`config.mk`:
```
export PLATFORM = sky130hd
export DESIGN_NAME = xml_entity_unescape
export DESIGN_NICKNAME = d
export VERILOG_FILES = /design/src/rtl/core/xeu_pkg.sv /design/src/rtl/core/xeu_decoder.sv /design/src/rtl/core/xml_entity_unescape.sv
export VERILOG_INCLUDE_DIRS = /design/src /design/src/rtl/core
export SDC_FILE = /design/constraint.sdc
export NUM_CORES = 1
export LEC_CHECK = 0
export BUFFER_PORTS_ARGS = -buffer_cell sky130_fd_sc_hd__buf_2
export CELL_PAD_IN_SITES_DETAIL_PLACEMENT = 0
export CELL_PAD_IN_SITES_GLOBAL_PLACEMENT = 1
export CORE_UTILIZATION = 43
export DETAILED_ROUTE_END_ITERATION = 8
export PLACE_DENSITY_LB_ADDON = 0.1
export SETUP_SLACK_MARGIN = 0.5
export SYNTH_ARGS = -nofsm -noshare
export SYNTH_HDL_FRONTEND = slang
export SYNTH_HIERARCHICAL = 1
export SYNTH_SLANG_ARGS = --single-unit
```
`constraint.sdc`:
```
create_clock -name clk_i -period 3.5 [get_ports clk_i]
set_input_delay 0.175 -clock clk_i [delete_from_list [all_inputs] [get_ports clk_i]]
set_output_delay 0.175 -clock clk_i [all_outputs]
set_load 0.1 [all_outputs]
```
`src/rtl/core/xml_entity_unescape_macros.svh`:
```
// ----------------------------------------------------------------------------
// xml entity unescape assertion macros
// shared concurrent assertion forms, clocked on clk_i, disabled in reset
// ----------------------------------------------------------------------------
`ifndef XML_ENTITY_UNESCAPE_MACROS_SVH
`define XML_ENTITY_UNESCAPE_MACROS_SVH

// plain property check
`define XEU_ASSERT(lbl, prop, msg) \
  lbl: assert property (@(posedge clk_i) disable iff (!rst_ni) (prop)) else $error(msg);

// implication checked in the same cycle
`define XEU_ASSERT_IMP(lbl, pre, post, msg) \
  lbl: assert property (@(posedge clk_i) disable iff (!rst_ni) (pre) |-> (post)) else $error(msg);

`endif

```
`src/rtl/core/xeu_pkg.sv`:
```
// ----------------------------------------------------------------------------
// xeu_pkg
// types, character codes and reference tables of the entity decoder
// ----------------------------------------------------------------------------
package xeu_pkg;

  localparam int unsigned NumNames = 5;

  typedef enum logic [2:0] {
    PH_PLAIN    = 3'd0,
    PH_NAME     = 3'd1,
    PH_NUMSTART = 3'd2,
    PH_NUM      = 3'd3,
    PH_DROP     = 3'd4
  } phase_e;

  typedef struct packed {
    phase_e                phase;
    logic [7:0]            accum;
    logic                  hex_mode;
    logic [2:0]            name_pos;
    logic [NumNames-1:0]   name_cands;
    logic                  error_seen;
  } dec_state_t;

  typedef struct packed {
    logic [7:0] out_byte;
    logic       has_byte;
    logic       end_mark;
    logic       ref_error;
  } res_t;

  localparam logic [7:0] CH_AMP   = 8'h26;
  localparam logic [7:0] CH_HASH  = 8'h23;
  localparam logic [7:0] CH_SEMI  = 8'h3b;
  localparam logic [7:0] CH_X     = 8'h78;
  localparam logic [7:0] CH_0     = 8'h30;
  localparam logic [7:0] CH_9     = 8'h39;
  localparam logic [7:0] CH_LA    = 8'h61;
  localparam logic [7:0] CH_LF    = 8'h66;
  localparam logic [7:0] CH_UA    = 8'h41;
  localparam logic [7:0] CH_UF    = 8'h46;

  localparam logic [4:0] DIGIT_NONE = 5'd16;
  localparam logic [4:0] RADIX_DEC  = 5'd10;
  localparam logic [4:0] RADIX_HEX  = 5'd16;
  localparam logic [2:0] NAME_POS_MAX = 3'd7;
  localparam logic [NumNames-1:0] ALL_CANDS = '1;

  // names: amp, lt, gt, quot, apos
  localparam logic [7:0] ENT_TEXT [NumNames][4] = '{
    '{8'h61, 8'h6d, 8'h70, 8'h00},
    '{8'h6c, 8'h74, 8'h00, 8'h00},
    '{8'h67, 8'h74, 8'h00, 8'h00},
    '{8'h71, 8'h75, 8'h6f, 8'h74},
    '{8'h61, 8'h70, 8'h6f, 8'h73}
  };
  localparam logic [2:0] ENT_LEN [NumNames] = '{3'd3, 3'd2, 3'd2, 3'd4, 3'd4};
  localparam logic [7:0] ENT_CHAR [NumNames] = '{8'h26, 8'h3c, 8'h3e, 8'h22, 8'h27};

  localparam dec_state_t STATE_RESET = '{
    phase:      PH_PLAIN,
    accum:      8'h00,
    hex_mode:   1'b0,
    name_pos:   3'd0,
    name_cands: ALL_CANDS,
    error_seen: 1'b0
  };

  function automatic logic [4:0] digit_value(input logic [7:0] c);
    logic [4:0] v;
    v = DIGIT_NONE;
    if (c inside {[CH_0:CH_9]}) begin
      v = 5'(c - CH_0);
    end else if (c inside {[CH_LA:CH_LF]}) begin
      v = 5'(c - CH_LA) + 5'd10;
    end else if (c inside {[CH_UA:CH_UF]}) begin
      v = 5'(c - CH_UA) + 5'd10;
    end
    return v;
  endfunction

endpackage

```
`src/rtl/core/xeu_decoder.sv`:
```
// ----------------------------------------------------------------------------
// xeu_decoder
// per-string reference state and the single-byte decode step
// ----------------------------------------------------------------------------
module xeu_decoder (
  input  logic          clk_i,
  input  logic          rst_ni,
  input  logic          step_i,
  input  logic [7:0]    byte_i,
  input  logic          last_i,
  output logic          res_valid_o,
  output xeu_pkg::res_t res_o
);
  import xeu_pkg::*;

  dec_state_t state_q, state_d;
  logic       has;
  logic       fail;
  logic [7:0] b;
  logic [4:0] dv;
  logic       dig_ok;
  logic [7:0] acc_next;
  logic [NumNames-1:0] cands;

  assign dv       = digit_value(byte_i);
  assign dig_ok   = state_q.hex_mode ? (dv < RADIX_HEX) : (dv < RADIX_DEC);
  assign acc_next = state_q.hex_mode
                    ? {state_q.accum[3:0], dv[3:0]}
                    : 8'({state_q.accum[4:0], 3'b000} + {state_q.accum[6:0], 1'b0}
                         + {4'b0000, dv[3:0]});

  // next state
  always_comb begin
    state_d = state_q;
    has     = 1'b0;
    fail    = 1'b0;
    b       = 8'h00;
    cands   = state_q.name_cands;
    case (state_q.phase)
      PH_PLAIN: begin
        if (byte_i == CH_AMP) begin
          state_d.phase      = PH_NAME;
          state_d.name_pos   = 3'd0;
          state_d.name_cands = ALL_CANDS;
          if (last_i) fail = 1'b1;
        end else begin
          b   = byte_i;
          has = 1'b1;
        end
      end
      PH_NAME: begin
        if (state_q.name_pos == 3'd0 && byte_i == CH_HASH) begin
          state_d.phase    = PH_NUMSTART;
          state_d.accum    = 8'h00;
          state_d.hex_mode = 1'b0;
          if (last_i) begin
            has           = 1'b1;
            state_d.phase = PH_PLAIN;
          end
        end else if (byte_i == CH_SEMI) begin
          for (int k = 0; k < NumNames; k++) begin
            if (state_q.name_cands[k] && ENT_LEN[k] == state_q.name_pos) begin
              b   = ENT_CHAR[k];
              has = 1'b1;
            end
          end
          if (has) state_d.phase = PH_PLAIN;
          else fail = 1'b1;
        end else begin
          for (int k = 0; k < NumNames; k++) begin
            if (state_q.name_pos >= ENT_LEN[k] ||
                ENT_TEXT[k][state_q.name_pos[1:0]] != byte_i) begin
              cands[k] = 1'b0;
            end
          end
          state_d.name_cands = cands;
          if (state_q.name_pos != NAME_POS_MAX) state_d.name_pos = state_q.name_pos + 3'd1;
          if (cands == '0 || last_i) fail = 1'b1;
        end
      end
      PH_NUMSTART, PH_NUM: begin
        if (state_q.phase == PH_NUMSTART && byte_i == CH_X) begin
          state_d.hex_mode = 1'b1;
          state_d.phase    = PH_NUM;
          if (last_i) begin
            b             = state_q.accum;
            has           = 1'b1;
            state_d.phase = PH_PLAIN;
          end
        end else if (byte_i == CH_SEMI) begin
          b             = state_q.accum;
          has           = 1'b1;
          state_d.phase = PH_PLAIN;
        end else if (!dig_ok) begin
          fail = 1'b1;
        end else begin
          state_d.accum = acc_next;
          state_d.phase = PH_NUM;
          if (last_i) begin
            b             = acc_next;
            has           = 1'b1;
            state_d.phase = PH_PLAIN;
          end
        end
      end
      default: begin
      end
    endcase
    if (fail) begin
      state_d.error_seen = 1'b1;
      state_d.phase      = PH_DROP;
      has                = 1'b0;
      b                  = 8'h00;
    end
    res_o.out_byte  = b;
    res_o.has_byte  = has;
    res_o.end_mark  = last_i;
    res_o.ref_error = state_d.error_seen;
    if (last_i) state_d = STATE_RESET;
  end

  // outputs
  always_comb begin
    res_valid_o = has || last_i;
  end

  always_ff @(posedge clk_i or negedge rst_ni) begin
    if (!rst_ni) begin
      state_q <= STATE_RESET;
    end else if (step_i) begin
      state_q <= state_d;
    end
  end

endmodule

```
`src/rtl/core/xml_entity_unescape.sv`:
```
// ----------------------------------------------------------------------------
// xml_entity_unescape
// byte stream decoder for xml named and numeric character references
// ----------------------------------------------------------------------------
// usage
//   input channel: in_byte_i with is_last_i marking the final byte of a string
//   output channel: out_byte_o, has_byte_o, end_mark_o, ref_error_o
//   a request moves when valid is high and stall is low
//   plain bytes and completed references give one result each; bytes inside
//   a reference give none; the last byte of a string always gives one result
//   an input request passes the input register, then the decode step and the output register
//   throughput: one byte per cycle while the output is not stalled, set by the single
//   decode step between the input register and the result register
//   a stalled output holds its result; the input register then fills and
//   in_stall_o rises, so at most two bytes sit inside the block
//   reset empties both registers and returns the decoder to plain text
//   an error drops the rest of the string and shows on its last result
// ----------------------------------------------------------------------------
`include "xml_entity_unescape_macros.svh"

module xml_entity_unescape (
  input  logic       clk_i,
  input  logic       rst_ni,
  input  logic       in_valid_i,
  output logic       in_stall_o,
  input  logic [7:0] in_byte_i,
  input  logic       is_last_i,
  output logic       out_valid_o,
  input  logic       out_stall_i,
  output logic [7:0] out_byte_o,
  output logic       has_byte_o,
  output logic       end_mark_o,
  output logic       ref_error_o
);
  import xeu_pkg::*;

  logic       in_valid_q;
  logic [7:0] in_byte_q;
  logic       in_last_q;
  logic       out_valid_q;
  res_t       out_q;
  logic       advance;
  logic       in_accept;
  logic       res_valid;
  res_t       res;

  assign advance    = in_valid_q && (!out_valid_q || !out_stall_i);
  assign in_stall_o = in_valid_q && !advance;
  assign in_accept  = in_valid_i && !in_stall_o;

  xeu_decoder u_decoder (
    .clk_i       (clk_i),
    .rst_ni      (rst_ni),
    .step_i      (advance),
    .byte_i      (in_byte_q),
    .last_i      (in_last_q),
    .res_valid_o (res_valid),
    .res_o       (res)
  );

  always_ff @(posedge clk_i or negedge rst_ni) begin
    if (!rst_ni) begin
      in_valid_q <= 1'b0;
    end else if (in_accept) begin
      in_valid_q <= 1'b1;
    end else if (advance) begin
      in_valid_q <= 1'b0;
    end
  end

  always_ff @(posedge clk_i) begin
    if (in_accept) begin
      in_byte_q <= in_byte_i;
      in_last_q <= is_last_i;
    end
  end

  always_ff @(posedge clk_i or negedge rst_ni) begin
    if (!rst_ni) begin
      out_valid_q <= 1'b0;
    end else if (advance && res_valid) begin
      out_valid_q <= 1'b1;
    end else if (!out_stall_i) begin
      out_valid_q <= 1'b0;
    end
  end

  always_ff @(posedge clk_i) begin
    if (advance && res_valid) begin
      out_q <= res;
    end
  end

  assign out_valid_o = out_valid_q;
  assign out_byte_o  = out_q.out_byte;
  assign has_byte_o  = out_q.has_byte;
  assign end_mark_o  = out_q.end_mark;
  assign ref_error_o = out_q.ref_error;

  // empty results close a string and carry a zero byte
  `XEU_ASSERT_IMP(a_empty_is_end, out_valid_o && !has_byte_o, end_mark_o && out_byte_o == 8'h00, "empty result without end mark")
  // errors only on the closing result
  `XEU_ASSERT_IMP(a_err_at_end, out_valid_o && ref_error_o, end_mark_o && !has_byte_o, "error result carries a byte")
  // a held input byte survives an output stall
  `XEU_ASSERT(a_in_hold, (in_valid_q && out_valid_q && out_stall_i) |=> (in_valid_q && $stable(in_byte_q) && $stable(in_last_q)), "input register lost under stall")
  // the input register never drains while the output is blocked
  `XEU_ASSERT_IMP(a_no_step_blocked, advance, !(out_valid_q && out_stall_i), "decode step while output blocked")

endmodule
```
---- Word level (Yosys, flattened, before mapping) ----
Index checks and enable logic that the tools add are counted.
word-level totals
  register bits ........................... 43
  latch bits .............................. 0
  bits in writable memories ............... 0
  bits in read-only memories .............. 0
  bits of input ports ..................... 13
  output and inout port bits .............. 13
  logic and storage cells ................. 209
  memories kept ........................... 0
operators by class
  add/sub/neg operators ................... 8
  multiply operators ...................... 0
  divide/modulo/power cells ............... 0
  magnitude comparators ................... 12
  eq/ne operators ......................... 30
  shifts and indexed selects .............. 0
  mux-type cells .......................... 105
  bitwise logic cells ..................... 1
  reduce and logical (&&, ||, !) cells .... 39
operator list
  operator               count
  $mux W8                24
  $bmux W8 S2            5
  $mux W1                51
  $ne A8 B8 Y1           5
  $mux W6                5
  $eq A8 B6 Y1 const B   3
  $mux W3                8
  $pmux W8 S3            1
  $mux W21               1
  $pmux W9 S2            1
  $reduce_and A6 Y1      3
  $ge A8 B7 Y1 const B   2
  $le A8 B7 Y1 const B   2
  $pmux W8 S2            1
  $mux W5                3
  $ne A3 B2 Y1 const B   5
  $ne A3 B3 Y1 const B   5
  $logic_and A1 B1 Y1    14
  $mux W11               1
  $add A5 B4 Y5 const B  2
  $ne A5 B2 Y1 const B   2
  $sub A5 B1 Y5 const B  2
  $mux W9                1
  $pmux W3 S3            1
  other kinds (30)       47

---- Depth between registers and ports, before layout ----
  depth in word-level cells ............... 20
  depth in mapped cells ................... 17
  depth with buffers taken out ............ 16

---- By module ----
Netlist, hierarchy kept.
modules (own cells, without submodules)
  module               times used  cells each  area each (um2)  sequential area each (um2)
  xeu_decoder          1           301         2476.1           531.8
  xml_entity_unescape  1           31          699.4            650.6

---- Worst setup path after synthesis ----
Ideal clock, no wire load.
  kind .................................... register to register
  from .................................... reg in_byte_q[0]
  to ...................................... reg out_q (netlist bit out_byte_o[6]) (data pin)
  library setup time ...................... 262 ps
  arrival time ............................ 3385 ps
  data required time ...................... 3238 ps
  slack ................................... -146 ps
  cell stages (with the launch flop) ...... 17
  buffers on the path ..................... 1
  clock period less this slack ............ 3646 ps
  cells stage by stage .................... edfxtp_1 -> clkbuf_1 -> inv_1 -> ha_1 -> or3b_1 -> nand4_1 -> a21boi_0 -> inv_1 -> fa_1 -> inv_1 -> fa_1 -> nor2b_1 -> o21a_1 -> nor2_1 -> xnor2_1 -> mux2i_1 -> o31ai_1
on the way
  cells in the longest elaborated chain, start to end .. 12
  elaborated cells between the ends (all ways) .. 75
  classes of those cells .................. 6 x add/sub; 8 x order compare; 9 x eq/ne; 40 x mux; 12 x reduce/logical
ends and longest elaborated chain
  item                                           line                                  RTL
  start: declaration                             xml_entity_unescape.sv:38             logic [7:0] in_byte_q;
  start signal: assignment                       xml_entity_unescape.sv:73             in_byte_q <= in_byte_i;
  $sub A5 B1 Y5 (tied with other cells)          xeu_pkg.sv:76, xeu_pkg.sv:78
  $add A5 B4 Y5 (tied with other cells)          xeu_pkg.sv:76, xeu_pkg.sv:78
  $mux W5 or $mux W1 (tied branches)             xeu_pkg.sv:77, xeu_decoder.sv:71
  $mux W5 or $mux W1 (tied branches)             xeu_pkg.sv:75, xeu_decoder.sv:60
  $mux W5 or $mux W1 (tied branches)             xeu_pkg.sv:73, xeu_decoder.sv:52
  $add A8 B4 Y8 or $mux W1 (tied branches)       xeu_decoder.sv:30, xeu_decoder.sv:39
  $mux W8 or $logic_not A5 Y1 (tied branches)    xeu_decoder.sv:28, xeu_decoder.sv:78
  $mux W8 or $logic_or A1 B1 Y1 (tied branches)  xeu_decoder.sv:99, xeu_decoder.sv:78
  $mux W8 or $mux W1 (tied branches)             xeu_decoder.sv:94, xeu_decoder.sv:78
  $mux W8 or $mux W1 (tied branches)             xeu_decoder.sv:90, xeu_decoder.sv:60
  $mux W8 or $mux W1 (tied branches)             xeu_decoder.sv:82, xeu_decoder.sv:52
  $pmux W8 S3 or $pmux W1 S3 (tied branches)     xeu_decoder.sv:39                     case (state_q.phase)
  end signal: assignment                         xml_entity_unescape.sv:90             out_q <= res;
  end: declaration                               xml_entity_unescape.sv:41             res_t out_q;
Parallel ways exist; a longest one is shown, timed or not. The select of a mux whose other input is x is not followed.
A chain may end at the register's enable or synchronous reset.

---- Worst setup path in the final report ----
Ends and elaborated chain as after synthesis.

==> summary.txt <==
Status = finished clean
Die area = 7730 µm²
Largest net degree at the start of global routing = 24
First-pass GRT wire length = 14400 µm
Wire length per cell = 18.9 µm
PD cells = 566 nW/µm²
Yosys warning total = 6
Row cnt = 30
Layout cell share with drive strength beyond 1 = 28.0%
Final wirelength = 8960 µm
Root Driver = clkbuf_8
Clock Tree Buf Depth = 2
CP startpoint = in_byte_q[0]$_DFFE_PP_
Setup Skew = 10.2 ps
CTS tree = built
Initial antenna violation count = 0
Worst path slowest cell = fa_2
Via count = 2841
Drc violations = 0
Final setup violation count = 0
Worst EP required = 3560 ps
Seq cells post-synth = 43
DIE WIDTH = 87.9 µm
Crit path kind = register to register
Reg-to-reg slack, setup = 40 ps
Reg2reg start = in_byte_q[0]$_DFFE_PP_
Type of origin of the critical path = register
Leak = 1.49 nW
Layout net count = 413
Cells on worst reg2reg path = 14
Slew Viols, Final = 0
Max H-tree Level = 2
HPWL Detailed = 6480 µm
Final core utilization = 54.9%
Average size of a mapped cell = 9.56 µm²
Cell variety after synth = 69
Crit-path cells = ha_2 -> or3b_4 -> nand4_1 -> a21boi_4 -> inv_2 -> fa_2 -> inv_2 -> fa_2 -> nor2b_2 -> o21a_1 -> nor2_1 -> xnor2_1 -> mux2i_1 -> o31ai_1
Syn-to-layout area delta = 20.0%
Vias in the first global route = 2751
Port bufs = 25
Netlist Area Pre-Place = 3180 µm²
Synthesized instance count = 332
Largest stage delay on the critical path = 610 ps
Max-Cap Viols = 0
I/O pin count = 26
Die height = 87.9 µm
EDFF count, synth = 20
Hold Path Class = primary input to register
Tmin final = 3460 ps
Worst rel slew slack = 49.6%
Clock insertion delay at the later pin of the skew report = 310 ps
Num CTS Buffers = 5
Hold Crit Depth = 1
Tcrit/Tclk final = 98.7%
Placed insts = 457
Clock-pin slew on the worst setup and hold paths = 90 ps
ANT cells = 0
Primary FF master, synth = edfxtp_1
Syn_nets = 367
Crit path max fanout = 3
GRT Util Overall = 25.1%
WP data arrival = 3520 ps
Crit end category = register
Gr ovfl total = 0
FILL cells = 609
Peak supply drop = 253 µV
Post-synthesis sequential area ratio = 37.2%
Core ar. = 6940 µm²
Clk sinks = 43
Final Hold Vio Count = 0
DRT iter0 DRCs = 336
FFs w/ async S/R, synth = 53.5%
RSZ-0062 raised after global routing = true
Initial Util = 45.7%
GP Congestion = 0.871
Hold Crit Start = is_last_i
Hold Slack = 41.1 ps
DRT Pass-1 Iters = 5
Non-Filler Instances = 475
Via density = 5.98
F_max = 289 MHz
Setup TNS = 0 ps
Antenna Violating Nets Remaining = 0
Worst-Margin Slew = 751 ps
## power by group
group          leakage (nW)  internal [W]  switching, W
Clock                0.0408      0.000143      0.000196
Sequential            0.485      0.000687      0.000100
Combinational         0.962      0.000296      0.000733
Total                  1.49       0.00113       0.00103
## state kept, by name (all words and copies together), names as in the netlist
signal	cells
in_last_q	1
in_byte_q	8
ref_error_o	1
out_byte_o	8
out_valid_o	1
has_byte_o	1
u_decoder/state_q	21
end_mark_o	1
in_valid_q	1
## layout by cell type, fill, tap and decap left out, types with 6 or more instances in the layout
cell	n
buf_4	26
nor3_1	9
o21ai_0	9
o22ai_1	6
edfxtp_1	20
inv_1	7
buf_2	25
ha_1	14
a21oi_1	30
o31ai_1	7
and3_1	6
o21ai_1	10
nand3_1	8
mux2i_1	6
xor2_1	8
nor2_1	17
a221oi_1	6
dfrtp_1	16
nand2_1	24
## logic make-up (layout without fill, tap and decap cells)
family	count (synthesis)	in the layout	share of synthesized area, %
DFF	43	43	37.2
xor gates and xnor gates	12	12	3.31
muxes	8	8	2.72
AOI/OAI and AO/OA	105	105	23.0
buffers and inverters	26	73	3.51
and+or+nand+nor	116	116	21.1
adders and majority gates	22	22	9.14
## critical path, delay by kind of cell, from the launching register on
family	cells	cell delay, ps
adders and majority gates	3	1180
and+or+nand+nor	4	680
DFF	1	470
AOI/OAI and AO/OA	3	460
muxes	1	230
buffers and inverters	2	110
xor gates and xnor gates	1	110
## per-stage QoR
| step | setup slack (ps) | total power, W | cell area (µm²) |
|---|---|---|---|
| final | 44.7 | 0.00216 | 3810 |
| after global routing | -141 | 0.00227 | 3810 |
| after CTS | -15.8 | 0.00214 | 3750 |
| after detailed placement | -13.8 | 0.00179 | 3520 |
| after global placement | 96.4 | 0.00179 | 3520 |
| after floorplan | 117 | 0.00157 | 3230 |
## Yosys cell counts, types with 7 or more instances
cell type	instances	share of area [%]
o31ai_1	7	1.7
nand2_1	24	2.8
ha_1	20	7.9
o21ai_1	10	1.6
xor2_1	8	2.2
nand3_1	8	1.3
inv_1	12	1.4
o21ai_0	9	1.4
dfrtp_1	18	14
nor2_1	18	2.1
nor3_1	9	1.4
a21oi_1	32	5.0
edfxtp_1	20	19
o22ai_1	7	1.4
## worst paths after layout
kind / to
min in group asynchronous: u_decoder/state_q[8]$_DFFE_PN0P_
max in group asynchronous: u_decoder/state_q[6]$_DFFE_PN0P_
worst max-delay path: out_byte_o[6]$_DFFE_PP_
worst max register to register: out_byte_o[6]$_DFFE_PP_
worst min-delay path: in_last_q$_DFFE_PP_
worst min register to register: u_decoder/state_q[4]$_DFFE_PN1P_
## layout make-up
cell class / count / area (µm²) / share of cell area (%)
inverters: 13 / 56.3 / 1.48
multi-input cells: 263 / 2030 / 53.2
repair buffers: 52 / 330 / 8.67
flip-flops and latches: 43 / 1180 / 31.1
clock buffers: 5 / 68.8 / 1.81
clock inverters: 3 / 23.8 / 0.624
well taps: 96 / 120 / 3.15
## timing repair
action / in CTS / in global routing
setup buffers: 8 / 1
hold buffers: 1 / 0
pin swaps: 16 / 12
setup endpoints to repair: 10 / 14
endpoints found under the hold margin: 18 / 0
gates resized for setup: 13 / 13
cloned: 0 / 0
## metal layers
layer	wire, µm	vias to the layer above	track usage (%)	share of wire (%)
li1	-	1345	-	-
met3	469	24	5.09	5.2
met2	4000	120	38.5	45
met1	4230	1352	34.5	47
met4	265	0	10.7	3.0
met5	0	-	0	0
Note: power is estimated with default switching activity, not from simulation.
